File: config.mk
export PLATFORM = sky130hd
export DESIGN_NAME = cbs_queue
export DESIGN_NICKNAME = d
export VERILOG_FILES = /design/src/rtl/cbs_pkg.sv /design/src/rtl/cbs_queue.sv
export SDC_FILE = /design/constraint.sdc
export NUM_CORES = 1
export LEC_CHECK = 0
export BUFFER_PORTS_ARGS = -buffer_cell sky130_fd_sc_hd__clkbuf_2
export CELL_PAD_IN_SITES_DETAIL_PLACEMENT = 0
export CELL_PAD_IN_SITES_GLOBAL_PLACEMENT = 1
export CORE_MARGIN = 5
export CORE_UTILIZATION = 49
export CTS_BUF_LIST = sky130_fd_sc_hd__clkbuf_8
export DETAILED_ROUTE_END_ITERATION = 10
export PLACE_DENSITY_LB_ADDON = 0.1
export SETUP_SLACK_MARGIN = 0.05
export SYNTH_ARGS = -nofsm -noshare
export SYNTH_HDL_FRONTEND = slang
export SYNTH_SLANG_ARGS = --single-unit
export TNS_END_PERCENT = 20
File: constraint.sdc
create_clock -name clk -period 17.7 [get_ports clk]
set_input_delay 2.655 -clock clk [delete_from_list [all_inputs] [get_ports clk]]
set_output_delay 2.655 -clock clk [all_outputs]
set_load 0.005 [all_outputs]
File: src/rtl/cbs_pkg.sv
`timescale 1ns / 1ps
// ----------------------------------------------------------------------------
// cbs_pkg
// Types, constants and helper functions shared by the B-spline sampler.
// ----------------------------------------------------------------------------
package cbs_pkg;

  localparam int MAX_POINTS_DEF  = 64;
  localparam int MAX_SAMPLES_DEF = 64;

  localparam logic [5:0] SUB_RESET = 6'd16;
  localparam logic [6:0] PTS_RESET = 7'd4;

  // Register indexes on the configuration port.
  localparam logic REG_SUBDIVISION = 1'b0;
  localparam logic REG_POINT_COUNT = 1'b1;

  localparam int FRAC_BITS = 16;
  localparam int ACC_W     = 40;
  localparam int U_W       = 23;
  localparam int M_W       = 36;
  localparam int Q_DEPTH   = 2;
  localparam int LANES     = 4;

  // Rounded sum a+3 is clamped to the range that maps onto int32 after /6.
  localparam logic signed [ACC_W:0] N_LO = -41'sd12884901888;
  localparam logic signed [ACC_W:0] N_HI = 41'sd12884901887;

  // floor(v/3) for v < 48 equals floor(v*43/128).
  localparam logic [12:0] DIV3_MUL   = 13'd43;
  localparam int          DIV3_SHIFT = 7;

  typedef enum logic {
    OP_LOAD,
    OP_GEN
  } op_t;

  typedef struct packed {
    op_t          op;
    logic [5:0]   index;
    logic [127:0] point;   // {w, z, y, x}
  } cmd_t;

  typedef struct packed {
    logic [5:0] subdivision;
    logic [6:0] point_count;
  } cfg_t;

  typedef struct packed {
    logic       full;
    logic [1:0] count;
  } q_status_t;

  typedef enum logic [3:0] {
    BK_IDLE,
    BK_DIV,
    BK_READ,
    BK_COEF,
    BK_MUL,
    BK_ADD,
    BK_SAT,
    BK_DIV3,
    BK_EMIT
  } bk_state_t;

  typedef struct packed {
    logic [3:0] q;
    logic [1:0] r;
  } div3_t;

  // One radix-16 digit of a long division by three.
  function automatic div3_t div3_nib(input logic [1:0] rem, input logic [3:0] d);
    logic [5:0]  v;
    logic [12:0] prod;
    div3_t       res;
    v     = {rem, d};
    prod  = 13'(v) * DIV3_MUL;
    res.q = prod[DIV3_SHIFT +: 4];
    res.r = 2'(v - 6'(res.q) * 6'd3);
    return res;
  endfunction

endpackage

File: src/rtl/cbs_queue.sv
`timescale 1ns / 1ps
// ----------------------------------------------------------------------------
// cbs_queue
// Two-entry command queue between the front and back ends.
// ----------------------------------------------------------------------------
module cbs_queue (
  input  logic                clk,
  input  logic                rst,
  input  logic                push,
  input  cbs_pkg::cmd_t       push_data,
  input  logic                pop,
  output logic                valid,
  output cbs_pkg::cmd_t       head,
  output cbs_pkg::q_status_t  status
);

  cbs_pkg::cmd_t entry [cbs_pkg::Q_DEPTH];
  logic          wr_ptr;
  logic          rd_ptr;
  logic [1:0]    count;

  always_ff @(posedge clk) begin
    if (rst) begin
      wr_ptr <= 1'b0;
      rd_ptr <= 1'b0;
      count  <= 2'd0;
    end else begin
      if (push) begin
        wr_ptr <= ~wr_ptr;
      end
      if (pop) begin
        rd_ptr <= ~rd_ptr;
      end
      if (push && !pop) begin
        count <= count + 2'd1;
      end else if (pop && !push) begin
        count <= count - 2'd1;
      end
    end
  end

  always_ff @(posedge clk) begin
    if (push) begin
      entry[wr_ptr] <= push_data;
    end
  end

  assign valid        = (count != 2'd0);
  assign head         = entry[rd_ptr];
  assign status.count = count;
  assign status.full  = (count == 2'(cbs_pkg::Q_DEPTH));

endmodule

After elaboration in Yosys (flattened, before gate mapping)
Memories as Yosys holds them, arrays and structs flattened. A register that Yosys moved wholly into a read port is not among the register bits.
Index checks and enable logic that the tools add are counted.

cells by class
  add/subtract/negate cells = 2
  eq/ne operators = 1
  multiplexer cells = 6
  bitwise operators = 2
  reduce and logical (&&, ||, !) cells = 6

operators by type and width
  cell                 number
  $mux 1               4
  $mux 2               2
  $reduce_bool 2->1    2
  $add 2x1->2 const B  1
  $eq 2x2->1 const B   1
  $logic_and 1x1->1    2
  $logic_not 1->1      2
  $not 1->1            2
  $sub 2x1->2 const B  1

word-level totals
  register bits after elaboration = 4
  RAM bits = 270
  input port bits = 139
  output and inout port bits = 139
  word-level logic and storage cells = 21
  memories kept = 1

memories
  memory  words  bits a word  read ports  clocked after memory_dff  wr ports  line             text
  entry   2      135          1           1                         1         cbs_queue.sv:17  cbs_pkg::cmd_t entry [cbs_pkg::Q_DEPTH];

Depth between registers and ports, before layout
Gate-level depths: netlist of the first run.

  depth after elaboration = 4
  depth in mapped cells = 5
  mapped depth without buffers = 5

Least setup slack after synthesis of the first run
No wires, ideal clock.

  kind = input to register
  start = in push
  end = mem entry[0][0] in the netlist's numbering (enable)
  setup time = 647 ps
  data arrival time = 8,502 ps
  data required time = 17,053 ps
  path slack = 8,551 ps
  stages = 1
  buffers on the path = 0
  path through = nor2b_1

between the ends
  word-level cells in the longest chain between the ends = 2

RTL lines
  what                          line             text
  start, declared               cbs_queue.sv:9   input logic push,
  $mux 1                        cbs_queue.sv:43  if (push) begin
  $mux 1 (implied by the code)  cbs_queue.sv:44  entry[wr_ptr] <= push_data;
  end, declared                 cbs_queue.sv:17

Every way passes these cells.

==> impl_metrics.yaml, run 1 <==
synthesis:
  synth.distinct_cells: 17
  ys_ff_latch: 275
  yosys_warnings: 0
  synth.net_count: 582
  synth_area_um2: 10100
  syn_inst: 442
  synth-seq-area-share_pct: 80.9
  avgSynthCellArea_um2: 22.9
clock_tree:
  numCtsBuffers: 43
  cts_setup_buffers: 0
  root_buffer: "clkbuf_8"
  path_clk_slew_ps: 60
  clk-insertion-delay-late_ps: 520
  htreeDepth: 2
  cts_num_sinks: 275
  cts_resized: 0
  hold_buffers: 0
  cts_tree: "yes"
  cts_buffer_depth: 3
final_layout:
  nFillCells: 1532
  final_layout_size_suffix_gt1_share_pct: 60.8
  area_growth_pct: 24.1
  seq_area_um2: 8210
  nets: 893
  multi_input_comb_area_um2: 1820
run:
  drv_cap: 0
power_and_ir_drop:
  p_comb_share_pct: 10.2
  power_frac_clock_pct: 34.6
  power.switching_mw: 0.304
  cellPowerDensity_nw_per_um2: 112
  p_int_mw: 1.11
  p_leak_nw: 4.96
  p_seq_share_pct: 55.2
  switching_share_pct: 21.5
  peakVddDrop_mv: 0.0644
critical_path:
  required_ps: 15050
  cp-start-kind: "flip-flop"
  endpoint_kind: "primary output"
  rr_worst_depth: 2
  crit_fanout: 74
  crit_arrival_ps: 3120
  crit_type: "flip-flop to primary output"
hold_path:
  hold_class: "flip-flop to flip-flop"
  whs_path_depth: 2
global_routing:
  grt_max_degree: 77
  overflow: 0
  first_global_vias: 5613
  antenna_found_initial: 3
  grtUsageTotal_pct: 16.4
  grt_first_pass_wirelength_mm: 29.8
sta:
  fin_ws_ps: 11930
  setup_viol: 0
  skew_ps: 11.1
  drv_slew: 0
  final_hold_viol_count: 0
  min_period_ps: 5770
  worst_pin_slew_ps: 1110
  period_share_pct: 32.6
  totalNegativeSetupSlack_ps: 0
  rsz0062_at_grt: "false"
  fmax_mhz: 173
  slew_headroom_pct: 26.3
place:
  hpwl_mm: 13.5
  placement.io_buffers: 277
  pre_cts_slack_ps: 12420
  place_congestion: 0.775
drt:
  wire_per_inst_um: 19.0
  dr.first_iter.drc_count: 259
  drc: 0
  vias: 5128
  routed_via_density: 4.88
  ant_nets: 0
  dr.pass1.iters: 4
  drt-total-wl_mm: 20.0
floorplan:
  core-area_um2: 20300
  io_pins: 278
  die_h_um: 154
  die_x_um: 154
  die_area_um2: 23700
  start_util_pct: 50.0
  rows: 52
status:
  status: "finished, final reports clean"
==> metrics by stage <==
stage / util [%] / power (mW) / instances / area (um^2) / hold WS [ps]
after CTS: 62.0 / 1.43 / 1050 / 12600 / 522
after global placement: 58.1 / 0.934 / 978 / 11800 / 497
after detailed placement: 58.1 / 0.939 / 978 / 11800 / 495
after global routing: 62.0 / 1.47 / 1051 / 12600 / 554
after floorplan: - / 0.872 / 442 / 10100 / 480
final: 62.0 / 1.41 / 1051 / 12600 / 523
==> worst paths after layout <==
path | start | endpoint | slack (ps)
setup / recovery | flip-flop | head[61] | 11930
hold / removal | rd_ptr | flip-flop | 520
setup reg to reg | wr_ptr | entry[1][45] | 15190
hold reg to reg | rd_ptr | flip-flop | 520
==> cell families (layout without fill, tap and decap cells) <==
group / count (synthesis) / after routing / share of synthesized area (%)
flops: 275 / 275 / 80.9
mux: 135 / 135 / 16.8
buf+inv: 16 / 354 / 1.21
simple gates: 9 / 9 / 0.457
xor+xnor: 4 / 4 / 0.345
compound gates: 2 / 2 / 0.0986
fa+ha+maj: 1 / 1 / 0.123
other cells: 0 / 1 / 0
==> state kept, by name, summed over array words and instances, names as in the netlist, named ones only <==
register and cells:
wr_ptr 1, rd_ptr 1, entry 270, count 2
==> cell type report <==
class / instances / area share (%)
well taps: 270 / 2.68
inverters: 1 / 0.0298
clock inverters: 26 / 1.27
flip-flops and latches: 275 / 65.2
multi-input cells: 151 / 14.5
clock buffers: 46 / 5.03
diodes: 1 / 0.0199
repair buffers: 281 / 11.3
==> worst max-delay path: stages (launching register included) <==
cell,delay [ps]
dfxtp_4,1070
buf_4,870
mux2_2,430
clkbuf_2,120
==> layer usage <==
layer	vias up	wire, um	GRT usage [%]
met1	2476	7540	19.2
li1	2377	-	-
met2	223	9790	27.0
met3	48	2050	6.97
met5	-	34	0
met4	4	569	6.48
==> synthesized netlist by cell type <==
master | instances | area [um^2]
inv_1 | 1 | 3.75
a21oi_1 | 1 | 5.00
nor2b_1 | 2 | 12.5
nor2_1 | 4 | 15.0
xor2_1 | 2 | 17.5
dfxtp_1 | 5 | 100
mux2_4 | 50 | 751
xnor2_1 | 2 | 17.5
ha_1 | 1 | 12.5
o21ai_0 | 1 | 5.00
or2_2 | 1 | 6.26
buf_6 | 7 | 78.8
edfxtp_1 | 270 | 8110
and2_1 | 1 | 6.26
mux2_2 | 85 | 957
buf_2 | 8 | 40.0
or3_1 | 1 | 6.26
==> cell usage in the layout, fill, tap and decap left out, types with 2 or more instances in the layout <==
| master | count |
|---|---|
| buf_4 | 4 |
| bufinv_16 | 2 |
| clkbuf_2 | 277 |
| clkbuf_8 | 46 |
| clkinv_1 | 3 |
| clkinv_2 | 5 |
| dfxtp_1 | 4 |
| edfxtp_1 | 270 |
| inv_1 | 16 |
| mux2_2 | 85 |
| mux2_4 | 50 |
| nor2_1 | 4 |
| xnor2_1 | 2 |
| xor2_1 | 2 |
==> power by group through the flow <==
stage / combinational (mW) / sequential, mW / clock, mW
after floorplan: 0.0844 / 0.787 / 0
after global placement: 0.143 / 0.791 / 0
after detailed placement: 0.146 / 0.793 / 0
after CTS: 0.147 / 0.780 / 0.505
after global routing: 0.156 / 0.782 / 0.536
final: 0.143 / 0.779 / 0.488
(Power assumes the default switching activity.)
==> inputs of run 2 (changes only) <==
CORE_UTILIZATION = 46   (was 49)
clock period = 5.4 ns   (was 17.7 ns; I/O delays follow)
==> run 2 against run 1 <==
Effect of this change: global-route usage down 0.80 points; routed wire length up 1.6%; worst hold slack worse by 46 ps; cell area down 0.14%; final cell count up 0.67%; power rose to 3.2 times the previous value; non-clock buffer count unchanged; utilization down 4.2 points; sequential share of layout area up 0.091 points; via count about the same; die area up 6.1%; count of clock-buffer cells in the layout down 1; critical path type unchanged; largest power group unchanged; highest routed layer unchanged.
==> impl_metrics.yaml, run 2 (synthesis results as in run 1) <==
status:
  status: "finished, final reports clean"
sta:
  worst_hold_slack_ps: 477
  drv_slew: 0
  final_hold_viol_count: 0
  skew_ps: 6.45
  totalNegativeSetupSlack_ps: 0
  slew_headroom_pct: 27.0
  setup_viol: 0
  period_share_pct: 64.4
  rsz0062_at_grt: "false"
  fmax_mhz: 288
  min_period_ps: 3470
  worst_pin_slew_ps: 1090
critical_path:
  crit_arrival_ps: 2660
  cp.depth: 3
  critPathMaxStageDelay_ps: 1050
  cp-start-kind: "flip-flop"
  crit_fanout: 73
  r2r_setup_slack_ps: 3170
  crit_buf_inv: 2
  rr_endpoint: "entry[1][112]"
  path_cells: "buf_12, mux2_2, clkbuf_2"
  required_ps: 4590
  cp_slowest_cell: "dfxtp_4"
  crit_type: "flip-flop to primary output"
  path_delay_family: "flip-flops"
  r2r_start: "wr_ptr"
  endpoint_kind: "primary output"
  rr_worst_depth: 2
final_layout:
  nFillCells: 1708
  mostFrequentLayoutCell: "clkbuf_2"
  fin_area_um2: 12600
  reg.largest.list: "entry: 270 flops, count: 2 flops"
  num_antenna_cells: 0
  nets: 893
  seq_area_um2: 8210
  largest_reg_flops: 270
  fin_cells: 1058
  area_growth_pct: 23.9
  final_layout_size_suffix_gt1_share_pct: 60.0
  layout_common_cells: "clkbuf_2 (277), edfxtp_1 (270), mux2_2 (85)"
  multi_input_comb_area_um2: 1820
  max_flop_register: "entry"
drt:
  routed_via_density: 4.85
  vias: 5130
  drt-total-wl_mm: 20.3
  wire_per_inst_um: 19.2
  dr.pass1.iters: 4
  drc: 0
  ant_nets: 0
  dr.first_iter.drc_count: 190
global_routing:
  overflow: 0
  grt_first_pass_wirelength_mm: 30.0
  grtUsageTotal_pct: 15.6
  antenna_found_initial: 1
  first_global_vias: 5562
  grt_max_degree: 109
floorplan:
  die_x_um: 158
  rows: 54
  die_area_um2: 25100
  die_h_um: 158
  start_util_pct: 46.6
  io_pins: 278
  core-area_um2: 21800
place:
  placement.io_buffers: 277
  place_congestion: 0.819
  dpl-instance-area_um2: 11800
  placed_cells: 988
  hpwl_mm: 13.9
clock_tree:
  hold_buffers: 0
  clk-insertion-delay-late_ps: 520
  root_buffer: "clkbuf_8"
  htreeDepth: 2
  cts_buffer_depth: 3
  numCtsBuffers: 43
  path_clk_slew_ps: 60
  cts_setup_buffers: 0
  cts_num_sinks: 275
  cts_resized: 0
  cts_tree: "yes"
power_and_ir_drop:
  peakVddDrop_mv: 0.255
  cellPowerDensity_nw_per_um2: 362
  p_leak_nw: 4.94
run:
  drv_cap: 0
hold_path:
  whs_endpoint: "entry[1][86]"
  hp-start: "push_data[86]"
  whs_path_depth: 1
  hold_class: "input pin to flip-flop"
-- run 2: cell types whose count changed in the layout (fill, tap and decap cells not counted) --
| cell | delta |
|---|---|
| buf_12 | +2 |
| buf_4 | -2 |
| bufinv_16 | -1 |
| clkbuf_8 | -1 |
| clkinv_1 | +5 |
| clkinv_2 | -4 |
| clkinvlp_4 | -1 |
| diode_2 | -1 |
-- run 2: through the flow --
stage	worst slack [ps]	power [mW]	utilization, %
3_3_place_gp	2500	3.06	54.4
6_report	1930	4.55	57.8
3_5_place_dp	2440	3.08	54.4
5_1_grt	1770	4.76	57.8
4_1_cts	1870	4.62	57.8
2_1_floorplan	633	2.85	-
-- run 2: cell type report --
| type | count | share of cell area, % |
|---|---|---|
| multi-input cells | 151 | 14.5 |
| well taps | 280 | 2.79 |
| clock buffers | 45 | 4.93 |
| flip-flops and latches | 275 | 65.3 |
| clock inverters | 25 | 0.966 |
| inverters | 1 | 0.0299 |
| repair buffers | 281 | 11.5 |
-- run 2: power by group --
group	switching, mW	internal (mW)	total [mW]	leakage, nW
Combinational	0.217	0.257	0.474	1.93
Clock	0.719	0.807	1.53	0.434
Sequential	0.0552	2.49	2.55	2.58
Total	0.991	3.56	4.55	4.94
-- run 2: worst register-to-register path, stage by stage (launching register included) --
cell	delay, ps
dfxtp_1	400
and2_4	830
buf_4	620
-- run 2: worst max path at each step --
stage                             end  slack, ps
after floorplan           entry[0][0]        630
after global placement       head[58]       2500
after detailed placement     head[38]       2440
after CTS                    head[38]       1870
after global routing         head[36]       1770
final                        head[38]       1930
-- run 2: layer usage --
layer,share of wire [%],GRT usage (%)
met1,38,18.8
met2,49,25.7
met3,11,6.36
met4,2.0,5.40
met5,0.064,0
