===== config.mk =====
export PLATFORM = sky130hd
export DESIGN_NAME = cbs_front
export DESIGN_NICKNAME = d
export VERILOG_FILES = /design/src/rtl/cbs_pkg.sv /design/src/rtl/cbs_front.sv
export SDC_FILE = /design/constraint.sdc
export NUM_CORES = 1
export LEC_CHECK = 0
export ABC_AREA = 1
export BUFFER_PORTS_ARGS = -buffer_cell sky130_fd_sc_hd__buf_2
export CAP_MARGIN = 20
export CORE_AREA = 3 3 140 142
export DETAILED_ROUTE_END_ITERATION = 8
export DIE_AREA = 0 0 143 145
export MAX_ROUTING_LAYER = met4
export SYNTH_ARGS = -nofsm -noshare
export SYNTH_HDL_FRONTEND = slang
export SYNTH_SLANG_ARGS = --single-unit

===== constraint.sdc =====
create_clock -name clk -period 0.8 [get_ports clk]
set_input_delay 0.08 -clock clk [delete_from_list [all_inputs] [get_ports clk]]
set_output_delay 0.08 -clock clk [all_outputs]
set_load 0.05 [all_outputs]

===== src/rtl/cbs_pkg.sv =====
`timescale 1ns / 1ps
// ----------------------------------------------------------------------------
// cbs_pkg
// Types, constants and helper functions shared by the B-spline sampler.
// ----------------------------------------------------------------------------
package cbs_pkg;

  localparam int MAX_POINTS_DEF  = 64;
  localparam int MAX_SAMPLES_DEF = 64;

  localparam logic [5:0] SUB_RESET = 6'd16;
  localparam logic [6:0] PTS_RESET = 7'd4;

  // Register indexes on the configuration port.
  localparam logic REG_SUBDIVISION = 1'b0;
  localparam logic REG_POINT_COUNT = 1'b1;

  localparam int FRAC_BITS = 16;
  localparam int ACC_W     = 40;
  localparam int U_W       = 23;
  localparam int M_W       = 36;
  localparam int Q_DEPTH   = 2;
  localparam int LANES     = 4;

  // Rounded sum a+3 is clamped to the range that maps onto int32 after /6.
  localparam logic signed [ACC_W:0] N_LO = -41'sd12884901888;
  localparam logic signed [ACC_W:0] N_HI = 41'sd12884901887;

  // floor(v/3) for v < 48 equals floor(v*43/128).
  localparam logic [12:0] DIV3_MUL   = 13'd43;
  localparam int          DIV3_SHIFT = 7;

  typedef enum logic {
    OP_LOAD,
    OP_GEN
  } op_t;

  typedef struct packed {
    op_t          op;
    logic [5:0]   index;
    logic [127:0] point;   // {w, z, y, x}
  } cmd_t;

  typedef struct packed {
    logic [5:0] subdivision;
    logic [6:0] point_count;
  } cfg_t;

  typedef struct packed {
    logic       full;
    logic [1:0] count;
  } q_status_t;

  typedef enum logic [3:0] {
    BK_IDLE,
    BK_DIV,
    BK_READ,
    BK_COEF,
    BK_MUL,
    BK_ADD,
    BK_SAT,
    BK_DIV3,
    BK_EMIT
  } bk_state_t;

  typedef struct packed {
    logic [3:0] q;
    logic [1:0] r;
  } div3_t;

  // One radix-16 digit of a long division by three.
  function automatic div3_t div3_nib(input logic [1:0] rem, input logic [3:0] d);
    logic [5:0]  v;
    logic [12:0] prod;
    div3_t       res;
    v     = {rem, d};
    prod  = 13'(v) * DIV3_MUL;
    res.q = prod[DIV3_SHIFT +: 4];
    res.r = 2'(v - 6'(res.q) * 6'd3);
    return res;
  endfunction

endpackage


===== src/rtl/cbs_front.sv =====
`timescale 1ns / 1ps
// ----------------------------------------------------------------------------
// cbs_front
// Configuration registers, input acceptance and command classification.
// ----------------------------------------------------------------------------
module cbs_front #(
  parameter int MAX_POINTS = cbs_pkg::MAX_POINTS_DEF
) (
  input  logic                clk,
  input  logic                rst,
  input  logic                in_valid,
  output logic                in_stall,
  input  logic                cmd,
  input  logic [5:0]          point_index,
  input  logic signed [31:0]  point_x,
  input  logic signed [31:0]  point_y,
  input  logic signed [31:0]  point_z,
  input  logic signed [31:0]  point_w,
  input  logic                psel,
  input  logic                penable,
  input  logic                pwrite,
  input  logic [2:0]          paddr,
  input  logic [31:0]         pwdata,
  output logic [31:0]         prdata,
  output logic                pready,
  output cbs_pkg::cfg_t       cfg,
  input  logic                q_full,
  output logic                q_push,
  output cbs_pkg::cmd_t       q_data
);

  logic [5:0] subdivision;
  logic [6:0] point_count;
  logic       wr_en;
  logic       keep;

  assign pready = 1'b1;
  assign wr_en  = psel && penable && pwrite && pready;

  always_ff @(posedge clk) begin
    if (rst) begin
      subdivision <= cbs_pkg::SUB_RESET;
      point_count <= cbs_pkg::PTS_RESET;
    end else if (wr_en) begin
      case (paddr[2])
        cbs_pkg::REG_SUBDIVISION: subdivision <= pwdata[5:0];
        cbs_pkg::REG_POINT_COUNT: point_count <= pwdata[6:0];
        default: ;
      endcase
    end
  end

  always_comb begin
    case (paddr[2])
      cbs_pkg::REG_SUBDIVISION: prdata = {26'd0, subdivision};
      cbs_pkg::REG_POINT_COUNT: prdata = {25'd0, point_count};
      default:                  prdata = 32'd0;
    endcase
  end

  assign cfg.subdivision = subdivision;
  assign cfg.point_count = point_count;

  // Loads into slots beyond the store are dropped here.
  assign keep     = cmd || (int'(point_index) < MAX_POINTS);
  assign in_stall = q_full;
  assign q_push   = in_valid && !q_full && keep;

  assign q_data.op    = cmd ? cbs_pkg::OP_GEN : cbs_pkg::OP_LOAD;
  assign q_data.index = point_index;
  assign q_data.point = {point_w, point_z, point_y, point_x};

endmodule


* After elaboration in Yosys (flattened, before gate mapping) *
Cells that the tools add are included.

word-level totals
  flip-flop bits (word level) = 13
  input port bits = 177
  output and inout bits = 183
  logic and storage cells = 11

cells by class
  mux-type cells = 2
  bitwise gates (word level) = 1
  reductions and logical operators = 6

operators with widths
  operator             count
  $pmux W32 S2         1
  $reduce_and A2 Y1    2
  $logic_and A1 B1 Y1  3
  $logic_not A1 Y1     1
  $mux W1              1
  $not A1 Y1           1

* Logic depth before layout (Yosys ltp) *
Gate-level depths: netlist of the first run.

  depth after elaboration = 3
  depth in mapped cells = 6
  depth with buffers taken out = 5

* Worst setup path before layout of the first run *
No wires, ideal clock.

  path type = reg2out
  start = reg point_count[0]
  end = out prdata[0]
  arrival time = 1.079 ns
  data required time = 0.720 ns
  path slack = -0.359 ns
  stages on the path, launching flop included = 3
  buffers on the path = 0
  cells stage by stage = dfxtp_1 -> nand2_1 -> nand2_1

between the ends
  word-level cells in the longest chain between the ends = 1

ends and longest elaborated chain
  element                   line             source
  start: declaration        cbs_front.sv:33  logic [6:0] point_count;
  start signal: assignment  cbs_front.sv:43  point_count <= cbs_pkg::PTS_RESET;
  start signal: assignment  cbs_front.sv:47  cbs_pkg::REG_POINT_COUNT: point_count <= pwdata[6:0];
  $pmux W32 S2              cbs_front.sv:54  case (paddr[2])
  end: declaration          cbs_front.sv:24  output logic [31:0] prdata,

Every way passes these cells. The select of a mux whose other input is x is not followed.

* Worst setup path in the final report of the first run *
  start = reg point_count[6]
  end = out prdata[6]

The elaborated chain is that of the path after synthesis.

==> results.txt, run 1 <==
Dividing the final minimum period by the clock period gives 122%. The largest driver fanout on the critical path came out at 3. Counting I/O delays and the setup requirement, the final critical path takes slightly below 1 ns. The most instantiated flip-flop cell in the synthesis netlist is dfxtp_1. The initial utilization of the core area, before any placement, comes to just over 10%.

The total power of the final layout is ~2.5 mW. The final standard cell count with taps included and fillers excluded is around 420. The count of max-cap constraint violations is 0.

During synthesis, Yosys emitted a total of 0 warnings. After synthesis, the cell types taking the most area are buf_4, dfxtp_1, nand2_1. The worst hold path terminates at point_count[2]. The maximum cell stage delay along the critical path came out at roughly 0.36 ns. The cts-stage hold buffer count is 0. Measured in cells, the most critical reg-to-reg path has a length of 4. The number of sinks handled by clock tree synthesis is 13. The synthesized instance count came out at between 200 and 300. Clock latency on the worst-skew pair, taken at its later pin, is 0.24 ns. On the critical path the largest part of the delay comes from flip-flops. The number of rows created at floorplan came out at 50. The overall die height is between 100 and 150 um. The number of unique standard cell types used by synthesis came out at 15. In this run the remaining antenna-violating nets after routing total 0. The critical path required time is 0.72 ns.

In this run the critical register-to-register path is captured at point_count[2]. The number of hold violations in the final report was 0. Once routing completed, OpenROAD measured the worst setup slack at -0.179 ns. Routability-driven placement finished with a final weighted congestion of slightly above 0.6. The synthesized area came out at approximately 1900 um^2.

The cell with the most instances after synthesis is buf_4. In the routed design, unresolved DRC markers number 0. The type of the worst setup path is flop to output pin. The placed instance count is 405. The detailed placer's ending HPWL came out at between 5000 and 6000 um.

The number of global-route vias before repair came out at about 1100. The worst setup timing slack at the placement stage came out at -0.209 ns. Counting flops and latches in the post-synthesis netlist gives 13.

The worst supply voltage drop on vdd came out at around 0.48 mV. The leakage power figure is ~0.84 nW. The number of port buffers is 36. The area growth from synthesis to final layout is 1.57%.

The largest total area in the synthesized netlist belongs to buf_4. Setup repair after global routing could not meet its margin everywhere. The beginning of the worst hold path is pwdata[2]. The number of antenna violations at the first check in global routing came to 0. The final number of max-transition violations came to 0. The number of vias per cell is 2.67. The async set-or-reset flop fraction in the synthesized netlist is 0%. CTS placed an instance of clkbuf_16 at the clock tree root.

The worst reg-to-reg setup slack is 0 ns. The global-route usage over all layers came out at 5.54%. The floorplan step set the die width to roughly 140 um. The routed wirelength normalized by instance count came out at ~14 um. The routed wire length is 5910 um.

The final setup TNS is -2.48 ns. The proportion of layout cells with a drive suffix above 1 is 54.6%. The core occupancy in the finished layout is 10.5%. The commonest cells after synthesis are buf_4, nand2_1, nor2_1, dfxtp_1. The peak clock frequency supported by timing came out at 1020 MHz.

In the final design database the tool counted roughly 360 nets. Data arrives at the worst endpoint at approximately 0.9 ns. The boundary pin count is 360. Of the synthesized area, sequential elements account for a little over an eighth.

The worst setup path is launched from a flop. The number of buffers added by the clock tree synthesis step came out at 3. The total die area is 20700 um^2.

The startpoint identified for the worst register-to-register timing path is point_count[2]. The worst setup path is captured at an output pin. The slowest cell on the critical path is dfxtp_4. The clock-pin transition on the worst setup and hold timing paths came out at 0.05 ns. The number of antenna cells inserted came out at 0. The first-pass GRT wire length came out at between 7000 and 8000 um. The clock tree skew after final layout came out at 0 ns. The detailed router placed around 1100 vias in this run. In this run the number of H-tree levels came out at 1. Setup violations remaining at the end of the flow were counted as 21. TritonCTS built the clock tree.

The launching instance or port of the critical path is point_count[6]. The depth of the worst hold-timing path is 3. The power per cell area came out at about 1300 nW/um^2.

The final reports fail on setup timing. The number of buffer and inverter instances along the worst setup path came out at 2. The maximum buffer depth of the clock tree is 2. The core area came out at about 19000 um^2. The flow ran to the end, but the final reports show violations. The first TritonRoute pass finished after 2 iterations. Entering global routing, the biggest net connects 14 pins. The area share of the leading cell type in the synthesized netlist is 63.9%. The tightest min-delay check is of the input port to flop type. The global-route congestion overflow total came out at 0.

The number of enable-type register cells in the synthesized netlist is 0. Traced cell by cell, the critical path runs through nand2_4 > clkinvlp_4 > buf_12. Dividing the synthesized area by the synthesized cell count gives between 7 and 8 um^2. The count of routing violations after the opening detailed-route iteration came out at 7.
[cell usage in the layout (no fill, tap or decap), drive strengths merged]
cell	netlist	final
inv	12	11
clkbuf	0	4
nand2	33	33
o21ai	2	2
nand3	14	14
dfxtp	13	13
nor2	26	26
clkinvlp	0	1
buf	167	53
conb	2	26
[layout make-up]
type                    count  area (um^2)
fillers                  2127        16600
repair buffers             53          642
inverters                  12         51.3
flip-flops and latches     13          309
multi-input cells         101          571
well taps                 234          293
clock buffers               4         78.8
[through the flow]
stage,hold slack (ns),instance area [um^2]
final,0.0695,1940
after floorplan,0.205,2110
after detailed placement,0.160,1500
after CTS,0.0789,1820
after global routing,0.0982,1940
after global placement,0.160,1500
[worst min-delay path: cells and delay by family]
kind                   cells  cell delay, ns
AND/OR/NAND/NOR            2            0.10
buffers and inverters      1            0.10
[metal layers]
metal	GRT usage [%]	routed length, um	vias to the layer above
li1	-	-	450
met1	4.40	1650	464
met2	8.62	2790	137
met3	4.38	1040	62
met4	3.66	428	0
met5	-	0	-
[power by group]
group | internal, mW | total [mW] | switching [mW]
clock | 0.673 | 0.949 | 0.277
sequential | 0.646 | 0.676 | 0.0304
combinational | 0.280 | 0.909 | 0.630
[sequential cells by signal (all words and copies together) (netlist names)]
register	flops
point_count	7
subdivision	6
[cells by family after synthesis]
family | Yosys count | synth area share, %
other | 2 | 0.392
AND/OR/NAND/NOR | 73 | 17.1
buffers and inverters | 179 | 68.4
AO/OA/AOI/OAI | 2 | 0.522
flip-flops | 13 | 13.6
[how the worst max path moves through the flow]
| stage | end | slack, ns | cells past startpoint |
|---|---|---|---|
| floorplan | prdata[6] | 0.01 | 2 |
| global placement | point_count[6] | -0.16 | 5 |
| detailed placement | point_count[4] | -0.21 | 5 |
| CTS | prdata[6] | -0.19 | 3 |
| global route | prdata[6] | -0.23 | 3 |
| finish | prdata[6] | -0.18 | 3 |
[what timing repair did]
item,4_1_cts,5_1_grt
endpoints found under the hold margin,0,0
buffers inserted,4,4
setup endpoints to repair,20,22
gates resized for setup,60,23
pin swaps,5,9
cloned,0,0
Power figures use the tool's default switching activity.
==> run 2, diff against run 1 <==
--- a/config.mk
+++ b/config.mk
@@ -12,6 +12,7 @@
 export DETAILED_ROUTE_END_ITERATION = 8
 export DIE_AREA = 0 0 143 145
 export MAX_ROUTING_LAYER = met4
+export SKIP_CTS_REPAIR_TIMING = 1
 export SYNTH_ARGS = -nofsm -noshare
 export SYNTH_HDL_FRONTEND = slang
 export SYNTH_SLANG_ARGS = --single-unit
==> run 2 against run 1 <==
Effect of this change: combinational power fell by 3.3%; the flow still finishes with violations (setup timing); global-route usage decreased by 0.13 points; first-iteration DRC count is 43% higher; clock power barely moved; utilization decreased by 0.45 points; worst setup slack improved by 0.0031 ns.
==> results.txt, run 2 (synthesis results as in run 1) <==
The routed wirelength normalized by instance count was 14.1 um (-0.18%). The worst setup timing slack at the placement stage is -0.209 ns (unchanged). The number of antenna-violating nets in the routed design was 0 (unchanged).

The number of sinks handled by clock tree synthesis was 13 (unchanged). The number of buffer and inverter instances along the worst setup path came out at 1 (-1). The total power of the final layout is 2.50 mW (-1.2%). The most common cell after layout, fill and taps aside is conb_1. The global-route usage over all layers is 5.41% (-0.13 points).

The number of rows created at floorplan is 50 (unchanged). The final critical-path setup slack came out at -0.176 ns (+0.00314 ns). The worst setup path is captured at an output pin. The effective utilization at floorplan came out at 10.3% (unchanged). The number of setup violations in the final report came out at 20 (-4.8%). The top cell types in the final layout, fill and taps aside, are conb_1, nor2_1, nand2_1. The proportion of layout cells with a drive suffix above 1 is 51.1% (-3.5 points). The largest net degree at the start of global routing was 14 (unchanged). The final number of max-transition violations came to 0 (unchanged). The largest driver fanout on the critical path came out at 3 (unchanged). The count of routing violations after the opening detailed-route iteration is 10 (+3). The global-route congestion overflow total came to 0 (unchanged). Setup repair after global routing could not meet its margin everywhere.

The class of the worst hold path is input port to flop. The number of port buffers came out at 36 (unchanged). The H-tree depth is 1 (unchanged). Among cell families on the critical path, the largest total delay comes from flip-flops. The critical path required time is 0.72 ns (about the same). The area growth from synthesis to final layout is -2.81%.

The worst path arrival time came out at 0.90 ns (about the same). The area occupied by registers is 309 um^2 (unchanged). The number of buffers added by the clock tree synthesis step is 3 (unchanged). The final critical-path required period came out at 0.976 ns (-0.00314 ns). The worst setup path is launched from a flop. The flip-flop count of the largest register, all copies and words added is 7 (unchanged).

Traced cell by cell, the critical path runs through nand2_2 > nand2_4 > buf_12. The placed instance count is 405 (unchanged). The TritonCTS clock tree is built. The last weighted congestion value of the routability-driven placer came out at 0.607 (unchanged).

The worst supply voltage drop on vdd is 0.472 mV (-0.74%). The maximum cell stage delay along the critical path came to 0.36 ns (about the same). The total die area is 20700 um^2 (unchanged). The maximum buffer depth of the clock tree came out at 2 (unchanged).

The count of max-cap constraint violations is 0 (unchanged). The number of hold violations in the final report came out at 0 (unchanged). The overall die height is 145 um (unchanged). The core area came out at 18600 um^2 (unchanged). The critical path in this run is classified as flop to output pin. The total of fill cells in the finished design came out at 2131 (+0.19%). The peak clock frequency supported by timing was 1030 MHz (+0.32%). The power per cell area is 1350 nW/um^2 (+3.2%). The number of global-route vias before repair came out at 1085 (-5.4%). The fraction of the cycle the final worst path needs came out at 122% (-0.39 points). The width of the die came out at 143 um (unchanged). The multi-input logic area was 533 um^2 (-6.6%). The number of antenna violations at the first check in global routing came out at 1 (+1). The flow ran to the end, but the final reports show violations. point_count holds more flip-flops than any other register. The leakage power figure is 0.794 nW (-5.9%). The detailed-route via count is 1099 (-1.3%).

The first-pass GRT wire length came out at 7650 um (-2.9%). The final standard cell count with taps included and fillers excluded was 415 (-0.48%). The slowest cell on the critical path is dfxtp_4. The detailed placer's ending HPWL is 5060 um (unchanged). The final reports fail on setup timing.

The boundary pin count is 360 (unchanged). The number of vias per cell is 2.65 (-0.78%). The clock tree skew after final layout is 0 ns (unchanged). The largest registers in the layout are point_count x7, subdivision x6. The count of TritonRoute iterations in the first routing pass is 4 (+2). The number of nets in the finished design is 358 (-0.83%). The later-pin clock latency in the skew report was 0.24 ns (about the same). The core occupancy in the finished layout came out at 10.0% (-0.45 points).

The clock-pin transition on the worst setup and hold timing paths is 0.05 ns (about the same). The count of unresolved DRC violations after routing came out at 0 (unchanged). The routed wire length is 5870 um (-0.66%). The root buffer cell is clkbuf_16.
## run 2: worst register-to-register path: stages, from the launching register on
cell	delay (ns)
dfxtp_4	0.33
buf_6	0.11
buf_6	0.10
o21ai_2	0.04
nand3_1	0.08
## run 2: power breakdown
| group | switching (mW) | internal [mW] | total, mW |
|---|---|---|---|
| registers | 0.0262 | 0.646 | 0.672 |
| clock network | 0.280 | 0.673 | 0.952 |
| logic | 0.621 | 0.258 | 0.879 |
| total | 0.927 | 1.58 | 2.50 |
## run 2: metrics by stage
| stage | setup TNS [ns] | instance area [um^2] | hold slack [ns] |
|---|---|---|---|
| 5_1_grt | -2.89 | 1860 | 0.0984 |
| 6_report | -2.26 | 1860 | 0.0728 |
| 3_5_place_dp | -3.23 | 1500 | 0.160 |
| 2_1_floorplan | 0 | 2110 | 0.205 |
| 3_3_place_gp | -2.61 | 1500 | 0.160 |
| 4_1_cts | -3.68 | 1580 | 0.0789 |
## run 2: per-layer routing
layer	vias to the layer above	global-route usage, %	wire length [um]
met5	-	-	0
met4	0	3.66	429
met3	62	4.38	1040
met2	136	8.32	2700
met1	454	4.30	1700
li1	447	-	-
## run 2: layout make-up
| cell class | instances | area share (%) |
|---|---|---|
| Sequential cell | 13 | 16.6 |
| Clock buffer | 4 | 4.24 |
| Inverter | 12 | 2.76 |
| Antenna cell | 1 | 0.134 |
| Timing Repair Buffer | 50 | 31.9 |
| Tap cell | 234 | 15.7 |
| Multi-Input combinational cell | 101 | 28.6 |
## run 2: final timing paths
path | startpoint | end | slack [ns] | cells past startpoint
hold reg to reg | subdivision[0] | subdivision[0] | 0.51 | 2
setup / recovery | subdivision[4] | prdata[4] | -0.18 | 3
setup reg to reg | point_count[2] | point_count[2] | 0.01 | 4
hold / removal | pwdata[2] | point_count[2] | 0.07 | 3
